### src/rtl/lfsd_pkg.sv
// ----------------------------------------------------------------------------
// lfsd_pkg
// shared constants, sensor codes and the full-step coil table for the
// line follower stepper drive
// ----------------------------------------------------------------------------
package lfsd_pkg;

    // field widths
    localparam int SENSOR_W    = 5;
    localparam int COIL_W      = 4;
    localparam int PERIOD_W    = 16;
    localparam int PHASE_W     = 2;
    localparam int CFG_INDEX_W = 1;

    // parameter defaults
    localparam int PHASE_COUNT = 4;
    localparam int COUNT_WIDTH = 16;

    // register reset values
    localparam logic [PERIOD_W-1:0] FAST_PERIOD_RST = 16'd196;
    localparam logic [PERIOD_W-1:0] SLOW_PERIOD_RST = 16'd391;

    // configuration register indexes
    typedef enum logic [CFG_INDEX_W-1:0] {
        CFG_FAST_PERIOD = 1'b0,
        CFG_SLOW_PERIOD = 1'b1
    } t_cfg_index;

    // line sensor codes
    localparam logic [SENSOR_W-1:0] PAT_LEFT_HARD_A  = 5'b00011;
    localparam logic [SENSOR_W-1:0] PAT_LEFT_HARD_B  = 5'b00001;
    localparam logic [SENSOR_W-1:0] PAT_LEFT_SOFT_A  = 5'b00110;
    localparam logic [SENSOR_W-1:0] PAT_LEFT_SOFT_B  = 5'b00010;
    localparam logic [SENSOR_W-1:0] PAT_CENTER       = 5'b00100;
    localparam logic [SENSOR_W-1:0] PAT_RIGHT_SOFT_A = 5'b01100;
    localparam logic [SENSOR_W-1:0] PAT_RIGHT_SOFT_B = 5'b01000;
    localparam logic [SENSOR_W-1:0] PAT_RIGHT_HARD_A = 5'b11000;
    localparam logic [SENSOR_W-1:0] PAT_RIGHT_HARD_B = 5'b10000;

    // coil patterns
    localparam logic [COIL_W-1:0] COIL_OFF = 4'b0000;
    localparam logic [COIL_W-1:0] COIL_PH0 = 4'b0101;
    localparam logic [COIL_W-1:0] COIL_PH1 = 4'b0110;
    localparam logic [COIL_W-1:0] COIL_PH2 = 4'b1010;
    localparam logic [COIL_W-1:0] COIL_PH3 = 4'b1001;

    // full-step coil table
    function automatic logic [COIL_W-1:0] coil_of(input logic [PHASE_W-1:0] phase);
        logic [COIL_W-1:0] coil;
        case (phase)
            2'd0:    coil = COIL_PH0;
            2'd1:    coil = COIL_PH1;
            2'd2:    coil = COIL_PH2;
            default: coil = COIL_PH3;
        endcase
        return coil;
    endfunction

    // decoded motor command for one tick
    typedef struct packed {
        logic right_en;
        logic left_en;
        logic right_slow;
        logic left_slow;
    } t_motor_cmd;

endpackage

### src/rtl/line_follower_stepper_drive.sv
// ----------------------------------------------------------------------------
// line_follower_stepper_drive
// decodes line sensor words into two full-step stepper coil drives
// ----------------------------------------------------------------------------
// Each input word is one timer tick with the 5-bit sensor pattern. The block
// takes one word per clock cycle unless a waiting coil word stalls it: the sensor
// decode, both tick counters, the period compares and the phase steps sit in one
// short combinational pass that writes the state and the coil output registers at
// the accept edge. The output register doubles as the coil drive state, so a new
// word is taken whenever the output is empty or being taken in the same cycle. The
// configuration port is always ready; the user must write periods while the block
// is idle, which the block itself does not enforce. A period of zero steps an
// enabled motor every tick, and a period the counter cannot reach stops stepping.
// ----------------------------------------------------------------------------
module line_follower_stepper_drive #(
    parameter int COUNT_WIDTH = lfsd_pkg::COUNT_WIDTH
) (
    input  logic                               i_clk,
    input  logic                               i_rst_n,
    // sensor words
    input  logic                               i_in_valid,
    output logic                               o_in_ready,
    input  logic [lfsd_pkg::SENSOR_W-1:0]      i_sensor_pattern,
    // coil words
    output logic                               o_out_valid,
    input  logic                               i_out_ready,
    output logic [lfsd_pkg::COIL_W-1:0]        o_right_coils,
    output logic [lfsd_pkg::COIL_W-1:0]        o_left_coils,
    // configuration writes
    input  logic                               i_cfg_valid,
    output logic                               o_cfg_ready,
    input  logic [lfsd_pkg::CFG_INDEX_W-1:0]   i_cfg_index,
    input  logic [lfsd_pkg::PERIOD_W-1:0]      i_cfg_data
);

    // compare width covers both the counter and the 16-bit period
    localparam int CMP_W = (COUNT_WIDTH > lfsd_pkg::PERIOD_W) ? COUNT_WIDTH
                                                              : lfsd_pkg::PERIOD_W;

    // configuration
    logic [lfsd_pkg::PERIOD_W-1:0] r_fast_period;
    logic [lfsd_pkg::PERIOD_W-1:0] r_slow_period;

    // motor state
    logic                          r_right_slow, r_left_slow;
    logic [COUNT_WIDTH-1:0]        r_right_count, r_left_count;
    logic [lfsd_pkg::PHASE_W-1:0]  r_right_phase, r_left_phase;
    logic [lfsd_pkg::COIL_W-1:0]   r_right_drive, r_left_drive;
    logic                          r_out_valid;

    // next values
    lfsd_pkg::t_motor_cmd          n_cmd;
    logic [COUNT_WIDTH-1:0]        n_right_count, n_left_count;
    logic [lfsd_pkg::PHASE_W-1:0]  n_right_phase, n_left_phase;
    logic [lfsd_pkg::COIL_W-1:0]   n_right_drive, n_left_drive;

    logic                          in_accept;
    logic [COUNT_WIDTH-1:0]        right_inc, left_inc;
    logic [lfsd_pkg::PERIOD_W-1:0] right_period, left_period;
    logic                          right_wrap, left_wrap;
    logic                          right_step, left_step;

    // output register frees up when its word is taken
    assign o_in_ready  = !r_out_valid || i_out_ready;
    assign in_accept   = i_in_valid && o_in_ready;
    assign o_cfg_ready = 1'b1;

    // sensor decode; a speed not named by the pattern holds
    always_comb begin
        n_cmd.right_slow = r_right_slow;
        n_cmd.left_slow  = r_left_slow;
        unique case (i_sensor_pattern) inside
            lfsd_pkg::PAT_LEFT_HARD_A, lfsd_pkg::PAT_LEFT_HARD_B: begin
                n_cmd.right_en  = 1'b0;
                n_cmd.left_en   = 1'b1;
                n_cmd.left_slow = 1'b1;
            end
            lfsd_pkg::PAT_LEFT_SOFT_A, lfsd_pkg::PAT_LEFT_SOFT_B: begin
                n_cmd.right_en   = 1'b1;
                n_cmd.left_en    = 1'b1;
                n_cmd.right_slow = 1'b1;
                n_cmd.left_slow  = 1'b0;
            end
            lfsd_pkg::PAT_CENTER: begin
                n_cmd.right_en   = 1'b1;
                n_cmd.left_en    = 1'b1;
                n_cmd.right_slow = 1'b0;
                n_cmd.left_slow  = 1'b0;
            end
            lfsd_pkg::PAT_RIGHT_SOFT_A, lfsd_pkg::PAT_RIGHT_SOFT_B: begin
                n_cmd.right_en   = 1'b1;
                n_cmd.left_en    = 1'b1;
                n_cmd.right_slow = 1'b0;
                n_cmd.left_slow  = 1'b1;
            end
            lfsd_pkg::PAT_RIGHT_HARD_A, lfsd_pkg::PAT_RIGHT_HARD_B: begin
                n_cmd.right_en   = 1'b1;
                n_cmd.left_en    = 1'b0;
                n_cmd.right_slow = 1'b1;
            end
            default: begin
                // off the line: stop both
                n_cmd.right_en = 1'b0;
                n_cmd.left_en  = 1'b0;
            end
        endcase
    end

    // tick counters run on every accepted word, enabled or not; wrap when the period is reached
    assign right_period = n_cmd.right_slow ? r_slow_period : r_fast_period;
    assign left_period  = n_cmd.left_slow  ? r_slow_period : r_fast_period;
    assign right_inc    = r_right_count + 1'b1;
    assign left_inc     = r_left_count + 1'b1;
    assign right_wrap   = CMP_W'(right_inc) >= CMP_W'(right_period);
    assign left_wrap    = CMP_W'(left_inc)  >= CMP_W'(left_period);
    assign right_step   = right_wrap && n_cmd.right_en;
    assign left_step    = left_wrap && n_cmd.left_en;

    always_comb begin
        n_right_count = right_wrap ? '0 : right_inc;
        n_left_count  = left_wrap  ? '0 : left_inc;
        // phase advances before the table lookup
        n_right_phase = right_step ? r_right_phase + 1'b1 : r_right_phase;
        n_left_phase  = left_step  ? r_left_phase + 1'b1  : r_left_phase;
        n_right_drive = right_step ? lfsd_pkg::coil_of(n_right_phase) : r_right_drive;
        n_left_drive  = left_step  ? lfsd_pkg::coil_of(n_left_phase)  : r_left_drive;
    end

    // configuration registers
    always_ff @(posedge i_clk) begin
        if (!i_rst_n) begin
            r_fast_period <= lfsd_pkg::FAST_PERIOD_RST;
            r_slow_period <= lfsd_pkg::SLOW_PERIOD_RST;
        end else if (i_cfg_valid && o_cfg_ready) begin
            case (lfsd_pkg::t_cfg_index'(i_cfg_index))
                lfsd_pkg::CFG_FAST_PERIOD: r_fast_period <= i_cfg_data;
                lfsd_pkg::CFG_SLOW_PERIOD: r_slow_period <= i_cfg_data;
                default: ;
            endcase
        end
    end

    // motor state and output word
    always_ff @(posedge i_clk) begin
        if (!i_rst_n) begin
            r_right_slow  <= 1'b0;
            r_left_slow   <= 1'b0;
            r_right_count <= '0;
            r_left_count  <= '0;
            r_right_phase <= '0;
            r_left_phase  <= '0;
            r_right_drive <= lfsd_pkg::COIL_OFF;
            r_left_drive  <= lfsd_pkg::COIL_OFF;
            r_out_valid   <= 1'b0;
        end else begin
            if (in_accept) begin
                r_right_slow  <= n_cmd.right_slow;
                r_left_slow   <= n_cmd.left_slow;
                r_right_count <= n_right_count;
                r_left_count  <= n_left_count;
                r_right_phase <= n_right_phase;
                r_left_phase  <= n_left_phase;
                r_right_drive <= n_right_drive;
                r_left_drive  <= n_left_drive;
                r_out_valid   <= 1'b1;
            end else if (i_out_ready) begin
                r_out_valid   <= 1'b0;
            end
        end
    end

    assign o_out_valid   = r_out_valid;
    assign o_right_coils = r_right_drive;
    assign o_left_coils  = r_left_drive;

    // every accepted word yields a result in the next cycle
    a_accept_gives_word: assert property (@(posedge i_clk) disable iff (!i_rst_n)
        in_accept |=> o_out_valid)
        else $error("accepted sensor word produced no coil word");

    // a driven right coil always matches its phase
    a_right_drive_phase: assert property (@(posedge i_clk) disable iff (!i_rst_n)
        (r_right_drive != lfsd_pkg::COIL_OFF) |->
            (r_right_drive == lfsd_pkg::coil_of(r_right_phase)))
        else $error("right coil drive out of step with its phase");

    // a driven left coil always matches its phase
    a_left_drive_phase: assert property (@(posedge i_clk) disable iff (!i_rst_n)
        (r_left_drive != lfsd_pkg::COIL_OFF) |->
            (r_left_drive == lfsd_pkg::coil_of(r_left_phase)))
        else $error("left coil drive out of step with its phase");

    // a waiting coil word is not overwritten
    a_out_hold: assert property (@(posedge i_clk) disable iff (!i_rst_n)
        (o_out_valid && !i_out_ready) |=>
            ($stable(r_right_drive) && $stable(r_left_drive)))
        else $error("coil word changed while stalled");

endmodule

### config.mk
export PLATFORM = sky130hd
export DESIGN_NAME = line_follower_stepper_drive
export DESIGN_NICKNAME = d
export VERILOG_FILES = /design/src/rtl/lfsd_pkg.sv /design/src/rtl/line_follower_stepper_drive.sv
export SDC_FILE = /design/constraint.sdc
export NUM_CORES = 1
export LEC_CHECK = 0
export ABC_AREA = 1
export BUFFER_PORTS_ARGS = -buffer_cell sky130_fd_sc_hd__clkbuf_2
export CAP_MARGIN = 20
export CORE_MARGIN = 2
export CORE_UTILIZATION = 25
export DETAILED_ROUTE_END_ITERATION = 16
export HOLD_SLACK_MARGIN = 0.03
export PLACE_DENSITY = 0.42
export SYNTH_ARGS = -nofsm -noshare
export SYNTH_HDL_FRONTEND = slang
export SYNTH_SLANG_ARGS = --single-unit
### constraint.sdc
create_clock -name i_clk -period 3.3 [get_ports i_clk]
set_input_delay 0.66 -clock i_clk [delete_from_list [all_inputs] [get_ports i_clk]]
set_output_delay 0.66 -clock i_clk [all_outputs]
set_load 0.01 [all_outputs]
# Yosys cells after proc, flatten, opt, wreduce, memory -nomap -nowiden
# Index checks and enable logic that the tools add are counted.
[op_classes]
bitwise = 1
n_reduce_logical = 19
add_sub_neg = 4
muxes = 13
n_lt_le_gt_ge = 2
n_eq_ne = 13
[op_table]
columns = ["cell", "n"]
rows = [
  ["16-bit 2-to-1 mux", 4],
  ["16-bit by 1-bit adder with 16-bit output (second input constant)", 2],
  ["16-bit >= comparator", 2],
  ["4-bit one-hot mux with 3 select lines", 2],
  ["5-bit by 2-bit equality test with 1-bit output (second input constant)", 2],
  ["5-bit by 3-bit equality test with 1-bit output (second input constant)", 2],
  ["5-bit by 4-bit equality test with 1-bit output (second input constant)", 2],
  ["5-bit equality test (second input constant)", 2],
  ["2-bit AND reduction", 4],
  ["4-bit OR reduction", 2],
  ["2-bit one-hot mux with 3 select lines", 1],
  ["3-bit OR reduction", 2],
  ["5-bit by 1-bit equality test with 1-bit output (second input constant)", 1],
  ["5-bit OR reduction", 1],
  ["2-bit by 1-bit adder with 2-bit output (second input constant)", 2],
  ["2-bit by 1-bit equality test with 1-bit output (second input constant)", 2],
  ["2-bit equality test (second input constant)", 2],
  ["2-bit zero test", 2],
  ["2-bit 2-to-1 mux", 2],
  ["1-bit one-hot mux with 2 select lines", 2],
  ["2-bit OR reduction", 2],
  ["1-bit logical AND", 3],
  ["1-bit 2-to-1 mux", 2],
  ["2-bit nonzero test", 1],
  ["other kinds (3)", 3],
]
[totals]
elab_cells = 63
ff_bits = 79
out_inout_bits = 11

# Logic depth before layout (Yosys ltp)
# Gate-level depths: netlist of the first run.
[depth]
depth_word = 9
mapped_depth = 27

# Worst setup path after synthesis of the first run
# No wires, ideal clock.
[synth_path]
path_kind = "input to register"
from = "in i_sensor_pattern[4] (netlist name)"
to = "reg r_left_drive (netlist bit o_left_coils[3])"
path_buffers = 1
t_required_ps = 3166
path_stages = 21
slack_ps = -14
t_arrival_ps = 3181
path_cell_list = "nor2_2 nand2_1 o21a_1 nand2_1 nand2_1 buf_2 nand2_1 o21ai_1 ha_1 a21oi_1 o21ai_1 a21oi_2 nand2_4 nand2_1 nand2_1 nand2_1 inv_1 ha_1 or2_2 nand4_1 a21oi_1"
[synth_between]
elab_chain_cells = 9
elab_cells_between_ends = 25
cone_classes = "order compare: 1; eq/ne: 11; mux: 5; reduce/logical: 8"
[synth_rtl]
columns = ["element", "line", "rtl"]
rows = [
  ["start: declaration", "line_follower_stepper_drive.sv:23", "input logic [lfsd_pkg::SENSOR_W-1:0] i_sensor_pattern,"],
  ["5-bit by 2-bit equality test with 1-bit output (no source line) (tied with other cells)", "-", ""],
  ["4-bit OR reduction (no source line) or 3-bit OR reduction (tied branches)", "-", ""],
  ["1-bit one-hot mux with 2 select lines", "line_follower_stepper_drive.sv:72", "unique case (i_sensor_pattern) inside"],
  ["16-bit 2-to-1 mux", "line_follower_stepper_drive.sv:111", "assign left_period = n_cmd.left_slow ? r_slow_period : r_fast_period;"],
  ["16-bit >= comparator", "line_follower_stepper_drive.sv:115", "assign left_wrap = CMP_W'(left_inc) >= CMP_W'(left_period);"],
  ["1-bit logical AND *", "line_follower_stepper_drive.sv:117", "assign left_step = left_wrap && n_cmd.left_en;"],
  ["2-bit 2-to-1 mux *", "line_follower_stepper_drive.sv:124", "n_left_phase = left_step ? r_left_phase + 1'b1 : r_left_phase;"],
  ["named net n_left_phase (one bit)", "line_follower_stepper_drive.sv:54", "logic [lfsd_pkg::PHASE_W-1:0] n_right_phase, n_left_phase;"],
  ["2-bit equality test (tied with other cells)", "lfsd_pkg.sv:50", "case (phase)"],
  ["4-bit one-hot mux with 3 select lines *", "lfsd_pkg.sv:50", ""],
  ["end signal: assignment", "line_follower_stepper_drive.sv:153", "r_left_drive <= lfsd_pkg::COIL_OFF;"],
  ["end signal: assignment", "line_follower_stepper_drive.sv:164", "r_left_drive <= n_left_drive;"],
  ["end: declaration", "line_follower_stepper_drive.sv:48", "logic [lfsd_pkg::COIL_W-1:0] r_right_drive, r_left_drive;"],
]
# The timed path passes the listed nets; every way through them passes the cells marked *.
# A chain may end at the register's enable or synchronous reset.

# Worst setup path in the final report of the first run
[layout_path]
from = "in i_sensor_pattern[0] (netlist name)"
to = "reg r_right_drive (netlist bit o_right_coils[1])"
[layout_between]
elab_chain_cells = 9
elab_cells_between_ends = 25
cone_classes = "order compare: 1; eq/ne: 11; mux: 5; reduce/logical: 8"
[layout_rtl]
columns = ["element", "line", "rtl"]
rows = [
  ["5-bit by 3-bit equality test with 1-bit output (no source line) (tied with other cells)", "-", ""],
  ["4-bit OR reduction (no source line) or 3-bit OR reduction (tied branches)", "-", ""],
  ["1-bit one-hot mux with 2 select lines", "line_follower_stepper_drive.sv:72", ""],
  ["16-bit 2-to-1 mux", "line_follower_stepper_drive.sv:110", "assign right_period = n_cmd.right_slow ? r_slow_period : r_fast_period;"],
  ["16-bit >= comparator", "line_follower_stepper_drive.sv:114", "assign right_wrap = CMP_W'(right_inc) >= CMP_W'(right_period);"],
  ["1-bit logical AND *", "line_follower_stepper_drive.sv:116", "assign right_step = right_wrap && n_cmd.right_en;"],
  ["2-bit 2-to-1 mux *", "line_follower_stepper_drive.sv:123", "n_right_phase = right_step ? r_right_phase + 1'b1 : r_right_phase;"],
  ["named net n_right_phase (one bit)", "line_follower_stepper_drive.sv:54", ""],
  ["2-bit equality test (tied with other cells)", "lfsd_pkg.sv:50", ""],
  ["4-bit one-hot mux with 3 select lines *", "lfsd_pkg.sv:50", ""],
  ["end signal: assignment", "line_follower_stepper_drive.sv:152", "r_right_drive <= lfsd_pkg::COIL_OFF;"],
  ["end signal: assignment", "line_follower_stepper_drive.sv:163", "r_right_drive <= n_right_drive;"],
  ["end: declaration", "line_follower_stepper_drive.sv:48", ""],
]
# Marks and branches as above.

==> impl_metrics.env, run 1 <==
export IMPL_cts_tree="built"
export IMPL_synth_top_area_cell="dfxtp_1"
export IMPL_numCtsBuffers=9
export IMPL_htreeDepth=3
export IMPL_clock_latency_ns=0.35
export IMPL_antenna_found_initial=0
export IMPL_rows=52
export IMPL_skew_ns=0.00820
export IMPL_placed_cell_area_um2=5730
export IMPL_crit_type="in -> reg"
export IMPL_whs_path_depth=2
export IMPL_start_util=0.253
export IMPL_gp_congestion=0.795
export IMPL_r2r_start="r_left_count[0]"
export IMPL_p_leak_nw=2.95
export IMPL_synth_ff_type="dfxtp_1"
export IMPL_total_power_w=0.00257
export IMPL_cts_buffer_depth=2
export IMPL_seq_area_frac_synth=0.312
export IMPL_vias=4618
export IMPL_fin_crit_ns=3.16
export IMPL_synth_edf_count=0
export IMPL_wl_per_cell_um=13.9
export IMPL_yosys_warnings=0
export IMPL_grt_start_max_net_pins=42
export IMPL_synthesis_area_um2=5070
export IMPL_totalWireLength_mm=14.6
export IMPL_viasPerCell=4.39
export IMPL_start_kind="input port"
export IMPL_syn_nets=784
export IMPL_maxCapViolCount=0
export IMPL_syn2layout_area_growth_pct=31.7
export IMPL_avgSynthCellArea_um2=7.09
export IMPL_min_from="o_left_coils[1]"
export IMPL_clkPwrFrac=0.396
export IMPL_cts_clk_slew_worst_paths_ns=0.06
export IMPL_core_area_um2=20000
export IMPL_drive_gt1_frac=0.293
export IMPL_dr_pass1_iters=5
export IMPL_grt_pass1_vias=4220
export IMPL_path_max_fanout=7
export IMPL_num_io_pins=38
export IMPL_ys_ff_latch=79
export IMPL_cp_arrival_ns=3.41
export IMPL_nets=846
export IMPL_fmax_mhz=316
export IMPL_swShare=0.290
export IMPL_synth_cells=715
export IMPL_grt_overflow_total=0
export IMPL_die_w_um=146
export IMPL_io_buffers=36
export IMPL_p_int_w=0.00182
export IMPL_reg2reg_depth=19
export IMPL_fill_cells=2208
export IMPL_yosysMostFrequentCell="nand2_1"
export IMPL_pwr_share_comb=0.209
export IMPL_numClockSinks=79
export IMPL_dp_hpwl_mm=10.1
export IMPL_crit_path_end_kind="flop"
export IMPL_hold_viol_final=0
export IMPL_peakVddDrop_mv=0.251
export IMPL_holdWs_ns=0.454
export IMPL_outcome="finished, final reports clean"
export IMPL_finalMaxSlewViolations=0
export IMPL_min_path_type="reg -> reg"
export IMPL_seq_power_share=0.395
export IMPL_rsz0062_at_grt="true"
export IMPL_yosys_top_cells_count="nand2_1 (189), dfxtp_1 (79), inv_1 (78)"
export IMPL_min_period_over_period=0.958
export IMPL_place_inst=1028
export IMPL_drtIter0Drc=195
export IMPL_grt_first_pass_wirelength_mm=22.2
export IMPL_synth_cell_types=42
export IMPL_die_height_um=146
export IMPL_cts_root_buf="clkbuf_16"
export IMPL_finalSetupViolCount=0
export IMPL_synth_top_cell_area_share=0.312
export IMPL_worstMarginPinSlew_ns=0.605
export IMPL_synth_area_top_cells="dfxtp_1 (31%), nand2_1 (14%), ha_1 (10%), a21oi_1 (6.0%), inv_1 (5.8%)"
export IMPL_cp_startpoint="i_sensor_pattern[0]"
export IMPL_ant_nets=0
export IMPL_grt_total_usage=0.131
export IMPL_synthArstFlopShare=0
export IMPL_powerDensity_nw_per_um2=385
export IMPL_maxSlewHeadroom=0.596
export IMPL_diodes=0
export IMPL_drc=0
export IMPL_layout_cells_non_filler=1052
export IMPL_cp_required_ns=3.55
export IMPL_postLayoutCellArea_um2=6670
export IMPL_die_area_um2=21400
export IMPL_p_sw_w=0.000745
[final timing paths]
| path | endpoint | slack, ns |
|---|---|---|
| setup / recovery | o_right_coils[1] | 0.14 |
| hold / removal | o_left_coils[1] | 0.45 |
| setup reg to reg | o_left_coils[3] | 0.27 |
| hold reg to reg | o_left_coils[1] | 0.45 |
[area by class of cell]
cell class | instances | area, um^2 | area share
Sequential cell | 79 | 1580 | 0.237
Clock inverter | 3 | 42.5 | 0.00637
Multi-Input combinational cell | 525 | 3480 | 0.522
Timing Repair Buffer | 77 | 659 | 0.0988
Tap cell | 270 | 338 | 0.0506
Inverter | 85 | 322 | 0.0482
Clock buffer | 13 | 250 | 0.0375
[flip-flops by register name, summed over array words and instances (netlist names)]
name and flops:
r_slow_period 16, r_right_slow 1, o_left_coils 4, r_left_count 16, o_out_valid 1, r_left_phase 2
r_left_slow 1, r_fast_period 16, r_right_count 16, r_right_phase 2, o_right_coils 4
[layer usage]
layer  vias to the layer above  wire (um)  global-route usage
met2                        61       6600               0.201
met5                         -          0                   0
met1                      2110       7400               0.185
met4                         0        214              0.0432
li1                       2432          -                   -
met3                        15        405              0.0272
[worst max-delay path, stage by stage]
cell and delay [ns]:
clkbuf_2 0.11, nor2_4 0.13, nand3_2 0.10, nand2_2 0.11, o21ai_4 0.07, buf_12 0.14
clkbuf_16 0.16, buf_8 0.12, nand2_2 0.05, o21ai_2 0.05, ha_1 0.30, nand2_2 0.06
o21bai_4 0.17, a21oi_2 0.15, nor2_2 0.07, nand2_4 0.12, nand2_4 0.08, nand2_4 0.09
nand2_4 0.08, ha_4 0.27, nand4_1 0.13, nand2_1 0.11, nor2_1 0.04
[what timing repair did]
item                       4_1_cts  5_1_grt
gates resized for setup          0      132
hold buffers                     0        0
setup endpoints to repair        0        8
buffers inserted                 0        8
[power groups by stage]
| stage | combinational (W) | clock, W | sequential, W |
|---|---|---|---|
| 2_1_floorplan | 0.000265 | 0 | 0.00103 |
| 3_3_place_gp | 0.000408 | 0 | 0.00103 |
| 3_5_place_dp | 0.000406 | 0 | 0.00103 |
| 4_1_cts | 0.000408 | 0.00105 | 0.00101 |
| 5_1_grt | 0.000603 | 0.00110 | 0.00102 |
| 6_report | 0.000538 | 0.00102 | 0.00101 |
[metrics by stage]
| stage | setup TNS (ns) | utilization | worst slack [ns] |
|---|---|---|---|
| final | 0 | 0.333 | 0.140 |
| after global routing | -0.121 | 0.333 | -0.0455 |
| after CTS | 0 | 0.301 | 0.0827 |
| after detailed placement | -1.86 | 0.286 | -0.285 |
| after global placement | -1.79 | 0.286 | -0.243 |
| after floorplan | 0 | - | 0.0222 |
[cells in the final DEF (no fill, tap or decap), drive strengths merged, types with 2 or more instances in the layout]
cell,count
nand3,21
dfxtp,79
nor2,65
nor3,6
a21oi,69
nand2,199
inv,83
o211ai,4
xnor2,12
xor2,16
o21ai,67
clkinv,3
clkbuf,52
buf,38
nand4,17
ha,42
or2,2
[cells by family after synthesis]
logic type | count (synthesis) | share of synthesized area
flip-flops | 79 | 0.312
buffers and inverters | 111 | 0.0891
XOR/XNOR | 28 | 0.0573
other | 1 | 0.000740
adder cells (fa/ha/maj) | 42 | 0.104
AO/OA/AOI/OAI | 143 | 0.152
AND/OR/NAND/NOR | 311 | 0.285
Power figures use the tool's default switching activity.
==> inputs of run 2 (changes only) <==
- CORE_UTILIZATION: 25 -> 55
- HOLD_SLACK_MARGIN: 0.03 -> 0.08
- PLACE_DENSITY: 0.42 -> 0.78
==> run 2 against run 1 <==
Sequential power is essentially flat. Wire length shrank 14%. Largest power group is now registers. Sequential share of layout area grew 3.3 points.
==> impl_metrics.env, run 2 (synthesis gave the netlist of run 1 again) <==
export IMPL_grt_pass1_vias=4277
export IMPL_crit_type="in -> reg"
export IMPL_grt_overflow_total=0
export IMPL_cts_tree="built"
export IMPL_drive_gt1_frac=0.208
export IMPL_rsz0062_at_grt="true"
export IMPL_rows=35
export IMPL_crit_path_end_kind="flop"
export IMPL_grt_first_pass_wirelength_mm=19.6
export IMPL_grt_start_max_net_pins=42
export IMPL_post_route_util=0.642
export IMPL_nets=833
export IMPL_peakVddDrop_mv=0.264
export IMPL_cts_buffer_depth=2
export IMPL_dp_hpwl_mm=8.83
export IMPL_die_w_um=100
export IMPL_grt_total_usage=0.243
export IMPL_start_kind="input port"
export IMPL_final_common_cell="nand2_1"
export IMPL_finalMaxSlewViolations=0
export IMPL_cp_arrival_ns=3.46
export IMPL_ctsHoldBuffers=0
export IMPL_syn2layout_area_growth_pct=15.5
export IMPL_antenna_found_initial=0
export IMPL_outcome="finished, final reports clean"
export IMPL_layout_cells_non_filler=880
export IMPL_busiest_layer="met2"
export IMPL_use_met2=0.407
export IMPL_clock_latency_ns=0.37
export IMPL_powerDensity_nw_per_um2=377
export IMPL_cts_clk_slew_worst_paths_ns=0.09
export IMPL_numCtsBuffers=9
export IMPL_place_inst=858
export IMPL_total_power_w=0.00220
export IMPL_worstMarginPinSlew_ns=0.881
export IMPL_drtIter0Drc=272
export IMPL_met1_usage=0.330
export IMPL_diodes=0
export IMPL_finalSetupViolCount=0
export IMPL_dr_pass1_iters=7
export IMPL_htreeDepth=3
export IMPL_cts_root_buf="clkbuf_8"
export IMPL_core_area_um2=9110
export IMPL_drc=0
export IMPL_use_met3=0.0390
export IMPL_die_area_um2=10000
export IMPL_hold_viol_final=0
export IMPL_p_leak_nw=2.75
export IMPL_vias=4731
export IMPL_postLayoutSetupSlackWorst_ns=0.0509
export IMPL_start_util=0.556
export IMPL_path_max_fanout=8
export IMPL_numClockSinks=79
export IMPL_fin_crit_ns=3.25
export IMPL_min_period_over_period=0.985
export IMPL_pre_cts_slack_ns=-0.320
export IMPL_totalWireLength_mm=12.6
export IMPL_maxSlewHeadroom=0.412
export IMPL_ant_nets=0
export IMPL_viasPerCell=5.38
export IMPL_min_path_type="reg -> reg"
export IMPL_fmax_mhz=308
export IMPL_num_io_pins=38
export IMPL_skew_ns=0.0143
export IMPL_wl_per_cell_um=14.3
export IMPL_cp_required_ns=3.51
export IMPL_die_height_um=100
export IMPL_final_cell_mix="nand2_1 (177), dfxtp_1 (79), inv_1 (75)"
export IMPL_io_buffers=36
export IMPL_gp_congestion=0.897
export IMPL_maxCapViolCount=0
export IMPL_holdWs_ns=0.468
## run 2: cell types whose count changed in the layout (fill, tap and decap cells not counted), moves of 4 or more
cell / change
buf_4: -6
clkbuf_16: -11
clkbuf_8: +8
ha_1: +11
ha_4: -10
inv_1: +4
nand2_1: +15
nand2_2: -5
nand2_4: -10
o21ai_0: +8
o21ai_1: +11
o21ai_2: -19
## run 2: path summary, 6_finish.rpt
path | start | endpoint | slack, ns | cells after the start
worst max-delay path | i_sensor_pattern[3] | o_left_coils[3] | 0.05 | 23
worst min-delay path | o_left_coils[1] | o_left_coils[1] | 0.47 | 2
worst max register to register | r_left_count[2] | o_left_coils[3] | 0.23 | 18
worst min register to register | o_left_coils[1] | o_left_coils[1] | 0.47 | 2
## run 2: layer usage
metal,vias to the layer above,wire length (um)
met5,-,0
met4,0,253
met3,22,622
met2,122,6140
met1,2184,5560
li1,2403,-
## run 2: layout make-up
type	count	area [um^2]
Clock buffer	9	124
Clock inverter	7	78.8
Fill cell	771	3260
Inverter	85	319
Multi-Input combinational cell	525	3130
Sequential cell	79	1580
Tap cell	111	139
Timing Repair Buffer	64	475
## run 2: per-stage QoR
stage               setup TNS, ns  area (um^2)
floorplan                       0         5090
global placement           -0.544         5450
detailed placement          -1.69         5450
CTS                             0         5650
global route               -0.456         5850
finish                          0         5850
## run 2: power by group
part | leakage (nW) | total [W] | internal [W] | switching (W)
logic | 2.01 | 0.000427 | 0.000169 | 0.000258
clock network | 0.0929 | 0.000763 | 0.000357 | 0.000405
registers | 0.645 | 0.00101 | 0.000989 | 0.0000252
total | 2.75 | 0.00220 | 0.00152 | 0.000689
## run 2: timing repair
item                       in CTS  in global routing
setup buffers                   0                  2
gates resized for setup         0                 35
setup endpoints to repair       0                  8
## run 2: critical path, cell delays in order
cell and delay, ns:
clkbuf_2 0.11, nor2_4 0.15, nand2_2 0.07, o21a_1 0.20
nand2_2 0.09, nand2_4 0.07, buf_6 0.14, clkbuf_16 0.15
nand2_2 0.06, o21ai_2 0.05, ha_1 0.31, a21oi_1 0.13
o21ai_1 0.11, a21oi_2 0.18, nand2_4 0.09, nand2_4 0.07
nand2_2 0.05, nand2_2 0.08, inv_2 0.05, ha_2 0.18
or2_2 0.29, nand4_1 0.08, a21oi_1 0.07
